==> src/rtl/tqh_queue.sv <==
`default_nettype none
module tqh_queue #(
	parameter int WIDTH = 8
) (
	input  logic             clk,
	input  logic             arst_n,
	input  logic             push,
	input  logic [WIDTH-1:0] push_data,
	output logic             ready,
	input  logic             pop,
	output logic             valid,
	output logic [WIDTH-1:0] pop_data
);
	logic [WIDTH-1:0] mem_q [2];
	logic       wr_q, rd_q;
	logic [1:0] cnt_q;

	assign ready    = cnt_q != 2'd2;
	assign valid    = cnt_q != 2'd0;
	assign pop_data = mem_q[rd_q];

	always_ff @(posedge clk or negedge arst_n) begin
		if (!arst_n) begin
			wr_q  <= 1'b0;
			rd_q  <= 1'b0;
			cnt_q <= 2'd0;
		end else begin
			if (push && ready) wr_q <= !wr_q;
			if (pop && valid) rd_q <= !rd_q;
			cnt_q <= cnt_q + 2'(push && ready) - 2'(pop && valid);
		end
	end

	always_ff @(posedge clk) begin
		if (push && ready) mem_q[wr_q] <= push_data;
	end
endmodule
`default_nettype wire

==> config.mk <==
export PLATFORM = sky130hd
export DESIGN_NAME = tqh_queue
export DESIGN_NICKNAME = d
export VERILOG_FILES = /design/src/rtl/tqh_queue.sv
export SDC_FILE = /design/constraint.sdc
export NUM_CORES = 1
export LEC_CHECK = 0
export BUFFER_PORTS_ARGS = -buffer_cell sky130_fd_sc_hd__buf_2
export CORE_UTILIZATION = 35
export DETAILED_ROUTE_END_ITERATION = 16
export PLACE_DENSITY = 0.55
export REMOVE_ABC_BUFFERS = 1
export SLEW_MARGIN = 20
export SYNTH_ARGS = -nofsm -noshare
export SYNTH_HDL_FRONTEND = slang
export SYNTH_SLANG_ARGS = --single-unit
==> constraint.sdc <==
create_clock -name clk -period 2.14 [get_ports clk]
set_clock_uncertainty 0.2 [all_clocks]
set_input_delay 0.214 -clock clk [delete_from_list [all_inputs] [get_ports clk]]
set_output_delay 0.214 -clock clk [all_outputs]
set_load 0.05 [all_outputs]
Word level (Yosys, flattened, before mapping)

Memories as Yosys holds them, arrays and structs flattened.
Index checks and enable logic that the tools add are counted.

Register bits after elaboration: 4
Bits in writable memories: 16
Memories kept: 1

$add $sub $neg: 2
Equal/unequal tests: 1
Multiplexer cells: 2
Reduce and logical (&&, ||, !) cells: 5

Memories:

| memory | words | width | rd ports | clocked after Yosys merged registers in | write ports | line | source |
|---|---|---|---|---|---|---|---|
| mem_q  | 2     | 8     | 1        | 0                                       | 1           | 14   | `logic [WIDTH-1:0] mem_q [2];` |

Operator list:

| cell                                 | count |
|---|---|
| adder 2 x 1 -> 2 bit                 | 1 |
| logical AND 1 bit                    | 2 |
| logical NOT 1 bit                    | 2 |
| 2-to-1 mux 1 bit                     | 2 |
| != test 2 bit, second input constant | 1 |
| nonzero test 2 bit                   | 1 |
| subtractor 2 x 1 -> 2 bit            | 1 |

Longest topological paths before layout

Depth in word-level cells: 4
Gate-level depth with buffers: 5
Depth with buffers taken out: 5

Least setup slack after synthesis

No wires, ideal clock.

Kind: reg2reg
Start point: register cnt_q[0]
End point: memory mem_q[0][0], enable pin
Library setup time: 0.370 ns
Data arrival time: 1.430 ns
Slack: 0.140 ns
Stages on the path, launching flop included: 4
Path through: dfrtp_1 > nand2b_1 > nand2_1 > nor2_1

Word-level cells in the longest chain between the ends: 4

Ends and longest elaborated chain:

| what                                   | line | source |
|---|---|---|
| start, declared                        | 16   | `logic [1:0] cnt_q;` |
| start signal, assigned                 | 30   | `cnt_q <= cnt_q + 2'(push && ready) - 2'(pop && valid);` |
| != test 2 bit                          | 18   | `assign ready = cnt_q != 2'd2;` |
| via ready                              | 9    | `output logic ready,` |
| logical AND 1 bit                      | 35   | `if (push && ready) mem_q[wr_q] <= push_data;` |
| 2-to-1 mux 1 bit                       | 35   |  |
| 2-to-1 mux 1 bit (implied by the code) | 35   |  |
| end, declared                          | 14   |  |

The timed path passes the listed nets, and every way through them passes these cells.

Worst setup path after layout

Start point: register rd_q
End point: output port pop_data[7]

Word-level cells in the longest chain between the ends: 1

Ends and longest elaborated chain:

| what                    | line | source |
|---|---|---|
| start, declared         | 15   | `logic wr_q, rd_q;` |
| start signal, assigned  | 29   | `if (pop && valid) rd_q <= !rd_q;` |
| memory read (2 x 8 bit) | n/a  |  |
| end, declared           | 12   | `output logic [WIDTH-1:0] pop_data` |

Every way passes these cells.

==> summary.txt <==
Run status
  – Status: finished, final reports clean

Setup path
  – Crit path DAT: 1.48 ns
  – CP max FO: 9
  – CP endpoint kind: primary output
  – Worst path max stage delay: 0.60 ns
  – Required time worst endpoint: 1.73 ns
  – Setup crit start kind: flip-flop
  – Crit Path Class: reg -> out
  – Crit-path slowest cell: dfrtp_1
  – WP buf/inv: 1
  – Critical-path cell list: mux2_2, buf_2
  – Delay-heaviest family, CP: flip-flops

Power
  – Sw frac: 43.0%
  – Max VDD drop: 0.000899 V
  – Pleak: 0.422 nW
  – Internal power: 0.000854 W
  – Clock share of power: 11.6%
  – Register share of total power: 42.1%
  – Power per cell area: 1400 nW/um^2
  – Comb power frac: 46.2%
  – P_sw: 0.000643 W

Flow run
  – Max-cap check violation count: 0

Synthesis
  – Number of flops mapped to enable cells by yosys: 16
  – Cell variety after synth: 17
  – Area contributors post-synth: edfxtp_1, dfrtp_1, mux2_2
  – Top-count cell post-synth: edfxtp_1
  – Synth Instances: 47
  – Syn avg cell area: 17.2 um^2
  – Post-synthesis cell area: 810 um^2
  – Post-synthesis sequential area ratio: 71.7%
  – Yosys Warn Count: 0
  – Async S/R FF share, synth: 20.0%
  – Most used DFF post-synth: edfxtp_1
  – Share of Yosys cell area claimed by the top area cell type: 59.4%
  – Synth area leader: edfxtp_1
  – Synth cell count leaders: edfxtp_1, mux2_2, dfrtp_1
  – Flop and latch count out of synthesis: 20

Floorplan
  – Top Ports: 22
  – Effective utilization at floorplan: 37.0%
  – Core Area: 2190 um^2
  – Num rows: 17
  – DIE HEIGHT: 50.1 um
  – Die Wd: 50.1 um
  – Total die area: 2510 um^2

GRT
  – GRT busiest layer: met2
  – Initial antenna violation count: 0
  – First-pass GRT wire length: 2.09 mm
  – Largest net degree at the start of global routing: 12
  – Vias in the first global route: 502
  – Met3 usage: 2.78%
  – GRT overflow: 0
  – GRT met2 Usage: 19.6%
  – Overall Global Routing Usage: 11.8%
  – GR Layer Usage met1: 13.5%

Timing
  – FMAX: 528 MHz
  – Final TNS setup: 0 ns
  – RSZ-0062 raised after global routing: no
  – Period minus WS final: 1.89 ns
  – Final Hold Viols: 0
  – Rel. slew slack: 71.9%
  – Final Slew Violations: 0
  – # setup viols final: 0
  – Tcrit/Tclk final: 88.5%
  – Tightest Pin Transition: 0.421 ns

Clock network
  – Post-cts resize count: 0
  – Clock buffer depth: 2
  – CTS buffer count: 3
  – Clock Pin Slew Worst Setup and Hold Paths: 0.10 ns
  – CTS tree: done
  – Root Buffer: clkbuf_4
  – Post-CTS setup buffers: 0
  – Clock latency on the worst-skew pair: 0.28 ns
  – Clock Sink Count: 20
  – H-tree Lvls: 1

Finish
  – Antenna cell count: 0
  – Final #Nets: 95
  – Final cell count without fillers: 109
  – Layout cells sized above 1: 43.2%
  – Syn-to-layout area delta: 32.0%

Placement
  – IO Port Bufs: 21
  – Inst Count DP: 96
  – GPL Wtd Cong: 0.649
  – Final HPWL DP: 905 um

Drt
  – Vias per cell: 4.54
  – Antenna Violating Nets Remaining: 0
  – First DRT Iteration DRCs: 4
  – Pre-Repair DR Iteration Count: 3
  – Wire per inst: 11.7 um
  – Via Count: 495
  – Drt drc: 0
  – Final wirelength: 1.27 mm

Hold path
  – Hold Crit Class: in -> reg
-- routing by layer --
layer / part of all wire (%) / wire length, um
met5: 0 / 0
met4: 1.3 / 16
met3: 3.1 / 39
met2: 51 / 655
met1: 44 / 562
-- kinds of logic after synthesis --
family | share of synthesized area (%)
buf+inv | 0.618
xor+xnor | 3.25
compound gates | 3.71
flops | 71.7
mux | 11.1
simple gates | 8.04
fa+ha+maj | 1.55
-- worst reg2reg max path, delay by kind of cell (launching register included) --
kind	cells	cell delay [ns]
flops	1	0.44
simple gates	2	0.60
-- sequential cells by signal (all words and copies together), names as in the netlist --
name / flops
rd_q: 1
wr_q: 1
cnt_q: 2
mem_q: 16
-- per-stage QoR --
| stage | setup slack, ns | hold slack, ns | cell area (um^2) | utilization [%] | total power (W) |
|---|---|---|---|---|---|
| 2_1_floorplan | 0.140 | -0.282 | 805 | - | 0.00117 |
| 3_3_place_gp | 0.565 | -0.177 | 952 | 43.5 | 0.00132 |
| 3_5_place_dp | 0.550 | -0.176 | 952 | 43.5 | 0.00133 |
| 4_1_cts | 0.235 | 0.0123 | 1070 | 48.8 | 0.00151 |
| 5_1_grt | 0.167 | 0.0239 | 1070 | 48.8 | 0.00158 |
| 6_report | 0.246 | 0.0152 | 1070 | 48.8 | 0.00150 |
-- worst paths after layout --
path / startpoint / end / slack (ns) / cells after the start
hold / removal: pop / rd_q / 0.02 / 3
setup reg to reg: cnt_q[0] / mem_q[1][3] / 0.56 / 2
setup / recovery: rd_q / pop_data[7] / 0.25 / 2
max in group asynchronous: arst_n / rd_q / 1.57 / 2
hold reg to reg: wr_q / wr_q / 0.30 / 1
min in group asynchronous: arst_n / wr_q / 0.05 / 2
-- power by group through the flow --
stage / clock (W) / combinational (W) / sequential [W]
after floorplan: 0 / 0.000556 / 0.000615
after global placement: 0 / 0.000686 / 0.000636
after detailed placement: 0 / 0.000684 / 0.000642
after CTS: 0.000180 / 0.000701 / 0.000633
after global routing: 0.000201 / 0.000731 / 0.000649
final: 0.000174 / 0.000692 / 0.000631
-- area by class of cell --
type | instances | area [um^2]
Clock buffer | 4 | 26.3
Fill cell | 196 | 1120
Multi-Input combinational cell | 26 | 224
Sequential cell | 20 | 581
Tap cell | 28 | 35.0
Timing Repair Buffer | 31 | 203
-- cell usage in the layout (no fill, tap or decap), types with 2 or more instances in the layout --
master         Yosys  routed
nor2_1             3       3
edfxtp_1          16      16
dlygate4sd3_1      0       9
dfrtp_1            4       4
nand2_1            2       2
buf_2              1      21
mux2_2             8       8
xnor2_1            3       3
clkbuf_4           0       3
-- what timing repair did --
action | in CTS | in global routing
hold endpoints to repair | 20 | 0
hold buffers | 9 | 0
endpoints found under the setup margin | 0 | 0
No activity file was read; power rests on OpenSTA's default activity.
