<file path="config.mk">
export PLATFORM = sky130hd
export DESIGN_NAME = tqh_back
export DESIGN_NICKNAME = d
export VERILOG_FILES = /design/src/rtl/tqh_pkg.sv /design/src/rtl/tqh_back.sv
export SDC_FILE = /design/constraint.sdc
export NUM_CORES = 2
export LEC_CHECK = 0
export BUFFER_PORTS_ARGS = -buffer_cell sky130_fd_sc_hd__buf_2
export CORE_ASPECT_RATIO = 0.9
export CORE_MARGIN = 8
export CORE_UTILIZATION = 50
export DETAILED_ROUTE_END_ITERATION = 16
export GPL_TIMING_DRIVEN = 0
export HOLD_SLACK_MARGIN = 0.08
export PLACE_DENSITY = 0.76
export RECOVER_POWER = 100
export SLEW_MARGIN = 5
export SYNTH_ARGS = -nofsm -noshare
export SYNTH_HDL_FRONTEND = slang
export SYNTH_SLANG_ARGS = --single-unit
</file>
<file path="constraint.sdc">
create_clock -name clk -period 10.88 [get_ports clk]
set_clock_uncertainty 0.15 [all_clocks]
set_input_delay 1.088 -clock clk [delete_from_list [all_inputs] [get_ports clk]]
set_output_delay 1.088 -clock clk [all_outputs]
set_load 0.02 [all_outputs]
</file>
<file path="src/rtl/tqh_pkg.sv">
`default_nettype none
package tqh_pkg;
	localparam int AREA_W      = 35;
	localparam int OUT_W       = 32;
	localparam int LIMIT_W     = 12;
	localparam int NUM_LIMITS  = 4;
	localparam int NUM_CLASSES = 5;
	localparam int TOTAL_W     = 64;
	localparam int REG_IDX_W   = 2;

	localparam logic [AREA_W-1:0]  AREA_MAX      = {AREA_W{1'b1}};
	localparam logic [LIMIT_W-1:0] EXCELLENT_RST = LIMIT_W'(24);
	localparam logic [LIMIT_W-1:0] GOOD_RST      = LIMIT_W'(48);
	localparam logic [LIMIT_W-1:0] FAIR_RST      = LIMIT_W'(96);
	localparam logic [LIMIT_W-1:0] POOR_RST      = LIMIT_W'(160);

	typedef enum logic [REG_IDX_W-1:0] {
		REG_EXCELLENT = 2'd0,
		REG_GOOD      = 2'd1,
		REG_FAIR      = 2'd2,
		REG_POOR      = 2'd3
	} reg_index_t;

	typedef enum logic [2:0] {
		CLS_EXCELLENT = 3'd0,
		CLS_GOOD      = 3'd1,
		CLS_FAIR      = 3'd2,
		CLS_POOR      = 3'd3,
		CLS_TERRIBLE  = 3'd4
	} class_t;

	typedef enum logic [5:0] {
		ST_IDLE   = 6'b000001,
		ST_SQRT   = 6'b000010,
		ST_CLASS  = 6'b000100,
		ST_UPDATE = 6'b001000,
		ST_DIV    = 6'b010000,
		ST_OUT    = 6'b100000
	} back_state_t;
endpackage
`default_nettype wire

</file>
<file path="src/rtl/tqh_back.sv">
`default_nettype none
module tqh_back #(
	parameter int COORD_BITS = 16,
	parameter int COUNT_BITS = 32,
	localparam int NW = 4*COORD_BITS + 6,
	localparam int LW = 2*COORD_BITS + 4,
	localparam int ENTRY_W = NW + LW + 1
) (
	input  logic                          clk,
	input  logic                          arst_n,
	input  logic                          q_valid,
	input  logic [ENTRY_W-1:0]            q_data,
	output logic                          q_pop,
	input  logic                          cfg_we,
	input  logic [tqh_pkg::REG_IDX_W-1:0] cfg_index,
	input  logic [tqh_pkg::LIMIT_W-1:0]   cfg_data,
	output logic                          out_valid,
	input  logic                          out_stall,
	output logic [tqh_pkg::OUT_W-1:0]     excellent_count,
	output logic [tqh_pkg::OUT_W-1:0]     good_count,
	output logic [tqh_pkg::OUT_W-1:0]     fair_count,
	output logic [tqh_pkg::OUT_W-1:0]     poor_count,
	output logic [tqh_pkg::OUT_W-1:0]     terrible_count,
	output logic [tqh_pkg::AREA_W-1:0]    min_area2,
	output logic [tqh_pkg::AREA_W-1:0]    max_area2,
	output logic [tqh_pkg::AREA_W-1:0]    avg_area2,
	output logic [tqh_pkg::OUT_W-1:0]     face_count
);
	import tqh_pkg::*;

	localparam int AW   = 2*COORD_BITS + 3;
	localparam int RW   = AW + 2;
	localparam int AXW  = (AW > AREA_W) ? AW : AREA_W;
	localparam int CMPW = LIMIT_W + AW;
	localparam int IW   = 7;
	localparam int CB   = COUNT_BITS;

	function automatic logic [OUT_W-1:0] clip32(input logic [CB-1:0] v);
		logic [63:0] w;
		w = 64'(v);
		return (w > 64'hFFFF_FFFF) ? {OUT_W{1'b1}} : w[OUT_W-1:0];
	endfunction

	function automatic logic [CB-1:0] sat_inc(input logic [CB-1:0] v);
		return (v == {CB{1'b1}}) ? v : v + CB'(1);
	endfunction

	back_state_t state_q;
	logic [LIMIT_W-1:0] lim_q [NUM_LIMITS];
	logic [NW-1:0] nsh_q;
	logic [RW-1:0] rem_q;
	logic [AW-1:0] root_q;
	logic [LW-1:0] lmax_q;
	logic          last_q;
	logic [IW-1:0] iter_q;
	class_t        cls_q;
	logic [CB-1:0] cnt_q [NUM_CLASSES];
	logic [AREA_W-1:0] least_q, great_q;
	logic [TOTAL_W-1:0] total_q, quo_q;
	logic [CB-1:0] faces_q, drem_q;
	logic out_valid_q;

	logic [RW-1:0] remx, trial;
	logic [CMPW-1:0] lhs, prod;
	logic degenerate;
	logic [AXW-1:0] a2e;
	logic [AREA_W-1:0] a2s;
	logic [TOTAL_W:0] tsum;
	logic [TOTAL_W-1:0] total_n;
	logic [CB:0] r2;
	logic out_load;

	assign q_pop     = (state_q == ST_IDLE) && q_valid;
	assign out_valid = out_valid_q;
	assign out_load  = (state_q == ST_OUT) && (!out_valid_q || !out_stall);

	always_comb begin
		remx  = {rem_q[RW-3:0], nsh_q[NW-1:NW-2]};
		trial = {root_q, 2'b01};
		lhs   = CMPW'({lmax_q, 4'b0000});
		prod  = CMPW'(lim_q[iter_q[1:0]]) * CMPW'(root_q);
		degenerate = (lmax_q == '0) || (root_q == '0);
		a2e   = AXW'(root_q);
		a2s   = (a2e > AXW'(AREA_MAX)) ? AREA_MAX : a2e[AREA_W-1:0];
		tsum  = (TOTAL_W+1)'(total_q) + (TOTAL_W+1)'(a2s);
		total_n = tsum[TOTAL_W] ? {TOTAL_W{1'b1}} : tsum[TOTAL_W-1:0];
		r2    = {drem_q, quo_q[TOTAL_W-1]};
	end

	always_ff @(posedge clk or negedge arst_n) begin
		if (!arst_n) begin
			lim_q[0] <= EXCELLENT_RST;
			lim_q[1] <= GOOD_RST;
			lim_q[2] <= FAIR_RST;
			lim_q[3] <= POOR_RST;
		end else if (cfg_we) begin
			unique case (reg_index_t'(cfg_index))
				REG_EXCELLENT: lim_q[0] <= cfg_data;
				REG_GOOD:      lim_q[1] <= cfg_data;
				REG_FAIR:      lim_q[2] <= cfg_data;
				REG_POOR:      lim_q[3] <= cfg_data;
				default: ;
			endcase
		end
	end

	always_ff @(posedge clk or negedge arst_n) begin
		if (!arst_n) begin
			state_q     <= ST_IDLE;
			out_valid_q <= 1'b0;
			for (int i = 0; i < NUM_CLASSES; i++) cnt_q[i] <= '0;
			least_q <= AREA_MAX;
			great_q <= '0;
			total_q <= '0;
			faces_q <= '0;
		end else begin
			if (out_valid_q && !out_stall && !out_load) out_valid_q <= 1'b0;
			unique case (state_q)
				ST_IDLE: begin
					if (q_valid) state_q <= ST_SQRT;
				end
				ST_SQRT: begin
					if (iter_q == '0) state_q <= ST_CLASS;
				end
				ST_CLASS: begin
					if (degenerate || lhs < prod || iter_q[1:0] == 2'd3)
						state_q <= ST_UPDATE;
				end
				ST_UPDATE: begin
					for (int i = 0; i < NUM_CLASSES; i++) begin
						if (cls_q == class_t'(i)) cnt_q[i] <= sat_inc(cnt_q[i]);
					end
					if (a2s < least_q) least_q <= a2s;
					if (a2s > great_q) great_q <= a2s;
					total_q <= total_n;
					faces_q <= sat_inc(faces_q);
					state_q <= last_q ? ST_DIV : ST_IDLE;
				end
				ST_DIV: begin
					if (iter_q == '0) state_q <= ST_OUT;
				end
				ST_OUT: begin
					if (out_load) begin
						out_valid_q <= 1'b1;
						for (int i = 0; i < NUM_CLASSES; i++) cnt_q[i] <= '0;
						least_q <= AREA_MAX;
						great_q <= '0;
						total_q <= '0;
						faces_q <= '0;
						state_q <= ST_IDLE;
					end
				end
				default: state_q <= ST_IDLE;
			endcase
		end
	end

	always_ff @(posedge clk) begin
		unique case (state_q)
			ST_IDLE: begin
				nsh_q  <= q_data[ENTRY_W-1 -: NW];
				lmax_q <= q_data[LW:1];
				last_q <= q_data[0];
				rem_q  <= '0;
				root_q <= '0;
				iter_q <= IW'(AW - 1);
			end
			ST_SQRT: begin
				nsh_q <= nsh_q << 2;
				if (remx >= trial) begin
					rem_q  <= remx - trial;
					root_q <= {root_q[AW-2:0], 1'b1};
				end else begin
					rem_q  <= remx;
					root_q <= {root_q[AW-2:0], 1'b0};
				end
				iter_q <= (iter_q == '0) ? '0 : iter_q - IW'(1);
			end
			ST_CLASS: begin
				priority if (degenerate) cls_q <= CLS_TERRIBLE;
				else if (lhs < prod) cls_q <= class_t'(iter_q[1:0]);
				else if (iter_q[1:0] == 2'd3) cls_q <= CLS_TERRIBLE;
				else iter_q <= iter_q + IW'(1);
			end
			ST_UPDATE: begin
				quo_q  <= total_n;
				drem_q <= '0;
				iter_q <= IW'(TOTAL_W - 1);
			end
			ST_DIV: begin
				if (r2 >= {1'b0, faces_q}) begin
					drem_q <= CB'(r2 - {1'b0, faces_q});
					quo_q  <= {quo_q[TOTAL_W-2:0], 1'b1};
				end else begin
					drem_q <= r2[CB-1:0];
					quo_q  <= {quo_q[TOTAL_W-2:0], 1'b0};
				end
				iter_q <= iter_q - IW'(1);
			end
			ST_OUT: begin
				if (out_load) begin
					excellent_count <= clip32(cnt_q[0]);
					good_count      <= clip32(cnt_q[1]);
					fair_count      <= clip32(cnt_q[2]);
					poor_count      <= clip32(cnt_q[3]);
					terrible_count  <= clip32(cnt_q[4]);
					min_area2       <= least_q;
					max_area2       <= great_q;
					avg_area2       <= (quo_q > TOTAL_W'(AREA_MAX)) ? AREA_MAX
						: quo_q[AREA_W-1:0];
					face_count      <= clip32(faces_q);
				end
			end
			default: ;
		endcase
	end
endmodule
`default_nettype wire

</file>
; ---- Yosys cells after proc, flatten, opt, wreduce, memory -nomap -nowiden
; Index checks and enable logic that the tools add are counted.
[totals]
word_cells = 187
reg_bits = 961
input_bits = 126
out_inout_bits = 299
[classes]
eq_ne = 41
multipliers = 1
order_cmp = 8
bitwise_logic = 1
add_sub_neg = 11
reduce_logical = 38
n_mux = 54
[ops]
columns = cell, count
row1 = $mux 32, 13
row2 = $pmux 160 s2, 1
row3 = $pmux 35 s2, 4
row4 = $pmux 64 s2, 2
row5 = $mux 35, 6
row6 = $add 32x1->32 const B, 6
row7 = $eq 32x32->1 const B, 6
row8 = $mux 160, 1
row9 = $pmux 70 s2, 1
row10 = $mux 64, 2
row11 = $pmux 32 s2, 2
row12 = $add 64x35->65, 1
row13 = $gt 64x35->1 const B, 1
row14 = $lt 40x47->1, 1
row15 = $mul 12x35->47, 1
row16 = $ne 2x2->1 const B, 21
row17 = $ge 37x37->1, 1
row18 = $logic_not 36->1, 1
row19 = $pmux 6 s6, 1
row20 = $gt 35x35->1, 1
row21 = $gt 35x35->1 const B, 1
row22 = $logic_not 35->1, 1
row23 = $lt 35x35->1, 1
row24 = $pmux 7 s5, 1
row25 = 38 further kinds, 77

; ---- Depth between registers and ports, before layout
[logic_depth]
depth_word = 10
depth_mapped = 37
depth_no_buf = 33

; ---- Worst setup path before layout
; Ideal clock, no wire load.
[synth_path]
path_type = input -> register
startpoint = input out_stall
endpoint = register avg_area2[0] (netlist name), enable pin
stages = 7
required_ns = 9.952
path_buffers = 4
path_slack_ns = -0.323
t_arrival_ns = 10.275
setup_ns = 0.778
cell_sequence = nand2_1 > nand2b_1 > clkbuf_1 > inv_1 > clkbuf_1 > clkbuf_1 > clkbuf_1
[synth_via]
elab_chain_cells = 4
[synth_lines]
columns = element, line
row1 = "start, declared", tqh_back.sv:18  ; input logic out_stall,
row2 = $logic_not 1->1, tqh_back.sv:75  ; assign out_load = (state_q == ST_OUT) && (!out_valid_q || !out_stall);
row3 = $logic_or 1x1->1, tqh_back.sv:75
row4 = $logic_and 1x1->1, tqh_back.sv:75
row5 = $reduce_and 2->1 (no line), n/a
row6 = "end signal, assigned", tqh_back.sv:209  ; avg_area2 <= (quo_q > TOTAL_W'(AREA_MAX)) ? AREA_MAX
row7 = "end, declared", tqh_back.sv:26  ; output logic [tqh_pkg::AREA_W-1:0] avg_area2,
; Every way passes these cells.
; A chain may end at the register's enable or synchronous reset.

; ---- Worst setup path in the final report
[layout_path]
startpoint = register iter_q[0]
endpoint = register iter_q[6], enable pin
[layout_via]
elab_chain_cells = 8
[layout_lines]
columns = element, line
row1 = "start, declared", tqh_back.sv:55  ; logic [IW-1:0] iter_q;
row2 = "start signal, assigned", tqh_back.sv:166  ; iter_q <= IW'(AW - 1);
row3 = "start signal, assigned", tqh_back.sv:177  ; iter_q <= (iter_q == '0) ? '0 : iter_q - IW'(1);
row4 = "start signal, assigned", tqh_back.sv:183  ; else iter_q <= iter_q + IW'(1);
row5 = $not 2->3 (implied by the code), tqh_back.sv:81  ; prod = CMPW'(lim_q[iter_q[1:0]]) * CMPW'(root_q);
row6 = $bmux 12 s2, tqh_back.sv:81
row7 = $mux 12 (implied by the code) (2 in a row), tqh_back.sv:81
row8 = $mul 12x35->47, tqh_back.sv:81
row9 = $lt 40x47->1, tqh_back.sv:181  ; else if (lhs < prod) cls_q <= class_t'(iter_q[1:0]);
row10 = $ne 2x2->1 (no line), n/a
row11 = $reduce_and 4->1 (no line) (*), n/a
; Mark *: on every way between the ends. The rest lies on a longest branch, timed or not. The select of a mux whose other input is x is not followed.

==> metrics <==
most used cell along the critical path fa_1; Synth Area in Compound Gates 8.83%; initial antenna violation count 2; final wirelength 174,000 um; mux cell area share after synthesis 3.24%; floorplan row count 120; Crit path required time 11.18 ns; Port Buf Inserts 424; DRC violations left 0; WS Path Type reg2reg; CP arrival 10.83 ns; Yosys warning total 0; crit-path leading delay family adder cells; Yosys reg bits 961; global-route wire length before repair 265,000 um; most frequent cells in the layout 748 x nand2_1, 588 x clkbuf_1, 580 x edfxtp_1; sequential share of the synthesized area 45.0%; GR Util All Layers 25.6%; Final Max Slew Viols 890; area delta synth->final 12.4%; Detailed Place HPWL 133,000 um; violated checks max-capacitance violations, max-slew violations; largest family of logic cells by synthesized area adder cells; synthesized instance count 5,805; remaining antenna violation count 0; initial DRC count 5,031; Post-Synth XOR/XNOR Area 4.42%; GPL Wtd Cong 0.956; Synth async-reset ratio 39.6%; Max H-tree Level 3; fin crit share 96.8%; Startpoint Class register; Final Critical Period 10.53 ns; cell area after synthesis 60,100 um^2; Setup-failing EPs final 0; Final Cell Area 67,500 um^2; synth unique cells 89; Initial Util 50.4%; Crit. End Element register; Die Wd 381 um; via count 46.1k; wire per inst 21.6 um; Pre-Repair DR Iteration Count 8; Longest Clk Path Bufs 3; largest net degree at the start of global routing 121; Slowest cell on crit path mux4_2; number of synthesized flops with an enable pin 580; actual slew at the worst max-slew pin 5.33 ns; Syn Area/Cell 10.3 um^2; Worst Path Buf+Inv 6; Synth Area in Adders 17.4%; Top FF cell, synth edfxtp_1; TritonCTS Buffers 101; share of cells above drive strength 1 6.56%; Final #Nets 7,102; Hold Crit Class reg2reg; CTS tree built; crit path max fanout 10; slowest stage delay, CP 0.70 ns; commonest non-fill, non-tap cell in the layout nand2_1; num ports 425; Final Hold Fails 0; Worst-path clk slew 0.06 ns; vias in the first global route 44.8k; Hold-fix buffers, CTS 0; Placed Area 64,500 um^2; vias per inst 5.75; f_max 95.0 MHz; Max Cap Viol 12; diodes inserted 0; Syn Nets 6,565; RSZ-0062 raised after global routing no; core region area 119,000 um^2; fill count 10.2k; CTS sink cnt 961; relative max-transition margin -255%; Worst-Skew Late Latency 0.75 ns; Post-Synth Simple-Gate Area 15.8%; gr ovfl total 0; root buffer cell clkbuf_16; die height 345 um; status complete, but fails checks; die area 131,000 um^2
==> area by class of cell <==
class                      count  area, um^2  area share, %
buffer                       288        1110           1.65
clock buffer                 125        2680           3.97
multi-input combinational   3979       29800           44.2
inverter                     575        2160           3.20
clock inverter                67         905           1.34
tap                         1586        1980           2.94
sequential                   961       27000           40.0
timing repair buffer         436        1860           2.75
==> per-layer routing <==
metal	track usage [%]	wire length, um
met5	0	0
met2	38.5	75600
met1	36.8	74000
met4	7.28	5430
met3	6.56	18500
==> Yosys cell counts, drive strengths merged (109+ instances only) <==
library cell / number / share of area, %
nand3: 184 / 1.5
ha: 302 / 6.3
xnor2: 163 / 2.4
nor2: 481 / 3.0
a21oi: 266 / 2.2
nand2: 748 / 4.7
inv: 575 / 3.6
o21ai: 188 / 1.6
and2: 157 / 1.6
mux2i: 109 / 1.8
fa: 332 / 11
edfxtp: 580 / 29
clkbuf: 256 / 1.6
dfrtp: 337 / 14
xor2: 140 / 2.0
==> kinds of logic after synthesis <==
group / count (synthesis)
simple gates: 2033
compound gates: 836
mux: 173
buf+inv: 865
fa+ha+maj: 634
flops: 961
xor+xnor: 303
==> stage by stage <==
step	TNS (ns)	setup WS (ns)	hold slack (ns)	std cells	util, %
floorplan	0	1.66	0.275	5805	-
finish	0	0.351	0.300	8017	56.7
detailed placement	-26.76	-1.91	0.287	7825	54.1
global route	0	0.0298	0.316	8017	56.7
global placement	-25.70	-1.85	0.282	7815	53.9
CTS	0	0.0961	0.161	8015	57.2
==> final timing paths <==
check	start	endpoint	slack (ns)	cells after the start
worst max-delay path	iter_q[0]	iter_q[6]	0.35	33
worst min-delay path	great_q[1]	max_area2[1]	0.30	0
worst max register to register	iter_q[0]	iter_q[6]	0.35	33
worst min register to register	great_q[1]	max_area2[1]	0.30	0
max in group asynchronous	arst_n	total_q[20]	1.61	2
min in group asynchronous	arst_n	cnt_q[138]	1.74	1
==> registers in the layout, summed over array words and instances, names as in the netlist, 35 cells and up <==
register   count
cnt_q        160
nsh_q         70
quo_q         64
total_q       64
lim_q         48
lmax_q        36
a2e           35
avg_area2     35
great_q       35
least_q       35
max_area2     35
min_area2     35
rem_q         35
==> what timing repair did <==
action | CTS | global route
setup endpoints to repair | 15 | 15
setup buffers | 0 | 2
pin swaps | 0 | 1
resized for setup | 18 | 14
Power is not shown: default switching activity piles up to over one toggle a cycle in this logic, so the estimate is an artifact.
